===== config.mk =====
export PLATFORM = sky130hd
export DESIGN_NAME = hbt_div_pipe
export DESIGN_NICKNAME = d
export VERILOG_FILES = /design/src/sv/hbt_div_pipe.sv
export SDC_FILE = /design/constraint.sdc
export NUM_CORES = 2
export LEC_CHECK = 0
export ABC_AREA = 0
export BUFFER_PORTS_ARGS = -buffer_cell sky130_fd_sc_hd__buf_2
export CORE_MARGIN = 1
export CORE_UTILIZATION = 50
export CTS_CLUSTER_SIZE = 24
export DETAILED_ROUTE_END_ITERATION = 7
export GPL_ROUTABILITY_DRIVEN = 0
export MAX_ROUTING_LAYER = met4
export PLACE_DENSITY = 0.65
export RECOVER_POWER = 50
export SLEW_MARGIN = 10
export SYNTH_ARGS = -nofsm -noshare
export SYNTH_HDL_FRONTEND = slang
export SYNTH_SLANG_ARGS = --single-unit

===== constraint.sdc =====
create_clock -name clk -period 10.8 [get_ports clk]
set_input_delay 2.16 -clock clk [delete_from_list [all_inputs] [get_ports clk]]
set_output_delay 2.16 -clock clk [all_outputs]
set_load 0.03 [all_outputs]

===== src/sv/hbt_div_pipe.sv =====
// pipelined restoring divider, one quotient bit per stage, with side data
module hbt_div_pipe #(
  parameter int NUM_W = 32,
  parameter int DEN_W = 31,
  parameter int TAG_W = 1
) (
  input  logic             clk,
  input  logic             rst,
  input  logic             en,
  input  logic             in_vld,
  input  logic [NUM_W-1:0] num,
  input  logic [DEN_W-1:0] den,
  input  logic [TAG_W-1:0] tag_in,
  output logic             out_vld,
  output logic [NUM_W-1:0] quo,
  output logic [DEN_W-1:0] rem,
  output logic [TAG_W-1:0] tag_out
);

  logic [NUM_W-1:0] st_vld;
  logic [DEN_W-1:0] st_rem [NUM_W];
  logic [NUM_W-1:0] st_num [NUM_W];
  logic [DEN_W-1:0] st_den [NUM_W];
  logic [NUM_W-1:0] st_quo [NUM_W];
  logic [TAG_W-1:0] st_tag [NUM_W];

  logic [DEN_W-1:0] rem_next [NUM_W];
  logic [NUM_W-1:0] quo_next [NUM_W];

  always_comb begin
    logic [DEN_W-1:0] c_rem;
    logic [NUM_W-1:0] c_num;
    logic [DEN_W-1:0] c_den;
    logic [NUM_W-1:0] c_quo;
    logic [DEN_W:0]   shifted;
    logic [DEN_W:0]   diff;
    logic             ge;
    for (int k = 0; k < NUM_W; k++) begin
      if (k == 0) begin
        c_rem = '0;
        c_num = num;
        c_den = den;
        c_quo = '0;
      end else begin
        c_rem = st_rem[k-1];
        c_num = st_num[k-1];
        c_den = st_den[k-1];
        c_quo = st_quo[k-1];
      end
      shifted = {c_rem, c_num[NUM_W-1-k]};
      diff    = shifted - {1'b0, c_den};
      ge      = (shifted >= {1'b0, c_den});
      rem_next[k] = ge ? diff[DEN_W-1:0] : shifted[DEN_W-1:0];
      quo_next[k] = {c_quo[NUM_W-2:0], ge};
    end
  end

  always_ff @(posedge clk) begin
    if (rst) begin
      st_vld <= '0;
    end else if (en) begin
      st_vld <= {st_vld[NUM_W-2:0], in_vld};
    end
  end

  always_ff @(posedge clk) begin
    if (en) begin
      for (int k = 0; k < NUM_W; k++) begin
        st_rem[k] <= rem_next[k];
        st_quo[k] <= quo_next[k];
        if (k == 0) begin
          st_num[k] <= num;
          st_den[k] <= den;
          st_tag[k] <= tag_in;
        end else begin
          st_num[k] <= st_num[k-1];
          st_den[k] <= st_den[k-1];
          st_tag[k] <= st_tag[k-1];
        end
      end
    end
  end

  assign out_vld = st_vld[NUM_W-1];
  assign quo     = st_quo[NUM_W-1];
  assign rem     = st_rem[NUM_W-1];
  assign tag_out = st_tag[NUM_W-1];

endmodule


==> metrics.yaml <==
finalNonFillerCells: 16670
hold_start: "st_quo[1][128]$_DFFE_PP_"
cts_resized: 0
track_usage: 0.203
tns_ns: 0
die-area_um2: 305000
grt_max_degree: 180
routed_via_density: 5.66
ir_worst_vdd_uv: 154
dp_hpwl_um: 219000
cts_buffers: 331
ys_ff_latch: 3041
cp-startpoint: "en"
ys_types: 86
r2r_cells: 15
top_layer: "met4"
cts-root-buf: "clkbuf_16"
final_antenna_net_count: 0
min_period_ns: 5.91
synthToLayoutAreaGrowth_pct: 10.7
path_cells: "buf_12 -> clkbuf_2"
setup_viol: 0
die_x_um: 552
power_density_nw_per_um2: 300
wl_per_cell_um: 18.4
clock-sinks: 3041
r2r_end: "st_rem[0][84]$_DFFE_PP_"
cpMaxStageDelayCell: "clkbuf_2"
grt_first_pass_wirelength_um: 491000
ys.flop_type: "edfxtp_1"
pre_cts_ws_ns: 5.35
multi_input_area_um2: 55000
holdPathStages: 0
violations: "DRC, capacitance limit, slew limit"
wl_met2_um: 143000
via_count: 94352
rrSetupSlack_ns: 5.96
min_path_type: "reg2reg"
netlist_area_um2: 151000
path_clk_slew_ns: 0.06
fillers: 24416
portBuffers: 132
final_util: 0.557
cpLargestDelayFamily: "buffers and inverters"
mostFrequentLayoutCells: "edfxtp_1 (3,009), inv_1 (1,191), ha_1 (963), o21ai_0 (878), nand2_1 (853)"
worst_path_largest_cell_delay_ns: 3.09
ctsHoldBuffers: 0
dp_cells: 16064
arrival_ns: 6.31
cp.required_ns: 11.20
overflow: 0
postCtsSetupBuffers: 0
core_area_um2: 300000
drt_first_pass_iters: 8
timing.rr.start: "st_num[0][61]$_DFFE_PP_"
worst-path-stages: 2
grt_pass1_vias: 92542
die_h_um: 552
wl_met1_um: 138000
hold_end: "st_quo[1][161]$_DFFE_PP_"
cts_tree: "yes"
worst-setup-path-type: "in2reg"
antenna_found_initial: 6
fmax_mhz: 169
clk_latency_ns: 0.92
drtIter0Drc: 7964
syn_inst: 12167
cts_htree_levels: 5
finalCritPeriodShare: 0.547
final_common_cell: "edfxtp_1"
final_layout_size_suffix_gt1_frac: 0.0873
start_util: 0.504
async_flop_share: 0
syn_nets: 13229
yosysWarningCount: 0
rsz0062_at_grt: "false"
cp-start-kind: "input pin"
ios: 133
tightest_slew_ns: 4.48
relSlewSlack: -1.99
setup_slack_ns: 4.89
end_kind: "flip-flop"
met3_length_um: 15500
yosysSeqAreaShare: 0.602
power.leakage_uw: 0.0669
synth.avg_cell_area_um2: 12.4
maxSlewViolCount: 391
synth_edf_count: 3009
hold_viol_final: 0
final_nets: 13502
cp_num_buf_inv: 2
drv_cap: 5
fin_total_pwr_uw: 50200
skew_ns: 0.0576
status: "finished with violations"
crit_path_max_fanout: 179
regArea_um2: 91000
drc: 1
clockBufferDepth: 4
finalWirelength_um: 307000
rows: 201
-- worst max-delay path by stage --
stage / to / slack [ns]
finish: st_den[1][305]$_DFFE_PP_ / 4.89
global route: st_quo[1][486]$_DFFE_PP_ / 4.59
CTS: st_rem[1][37]$_DFFE_PP_ / 6.04
detailed placement: st_rem[0][2]$_SDFFCE_PP0P_ / 5.35
global placement: st_rem[0][0]$_DFFE_PP_ / 5.54
floorplan: st_rem[0][117]$_DFFE_PP_ / 6.72
-- Yosys cell counts (all sizes together), types with 125 or more instances --
cell,count,area (um2)
a21o,505,3790
a21oi,802,4010
clkbuf,180,676
edfxtp,3009,90400
ha,963,12000
inv,1191,4470
mux2,370,4170
nand2,854,3210
nand2b,134,838
nand3,157,786
nand4,133,832
nor2,585,2200
nor2b,131,820
nor3,125,626
o21a,126,946
o21ai,881,4410
xnor2,461,4040
xor2,349,3060
-- report_power, final --
group          internal [uW]  switching, uW  total [uW]
Clock                   6460           4720       11200
Combinational           8970          11600       20600
Sequential             16900           1510       18400
-- area by class of cell --
class | instances | area share
inverters | 1192 | 0.0267
well taps | 3958 | 0.0296
multi-input cells | 7687 | 0.328
flip-flops and latches | 3041 | 0.544
repair buffers | 187 | 0.00722
diodes | 2 | 0.0000299
clock buffers | 389 | 0.0512
clock inverters | 214 | 0.0132
-- layer usage --
metal,track usage,vias to the layer above
met2,0.321,2522
met1,0.271,45771
met3,0.0258,673
met4,0.0661,0
met5,-,-
li1,-,45386
-- flip-flops by register name, indices dropped and copies added, names as in the netlist --
name    count
st_rem    992
st_den    961
st_vld     32
st_quo    528
st_num    496
st_tag     32
-- per-stage QoR --
stage	hold WS, ns	cell area, um2
after global routing	0.402	167000
after global placement	0.400	157000
final	0.392	167000
after CTS	0.389	167000
after floorplan	0.400	151000
after detailed placement	0.405	157000
-- cells by family (layout without fill, tap and decap cells) --
| logic type | count (synthesis) | count (layout) | share of synthesized area |
|---|---|---|---|
| AO/OA/AOI/OAI | 3054 | 3054 | 0.125 |
| XOR/XNOR | 810 | 810 | 0.0469 |
| adder cells (fa/ha/maj) | 994 | 994 | 0.0838 |
| buffers and inverters | 1439 | 1982 | 0.0367 |
| flip-flops | 3041 | 3041 | 0.602 |
| multiplexers | 427 | 427 | 0.0313 |
| other | 0 | 2 | 0 |
| AND/OR/NAND/NOR | 2402 | 2402 | 0.0742 |
Note: power is estimated with default switching activity, not from simulation.
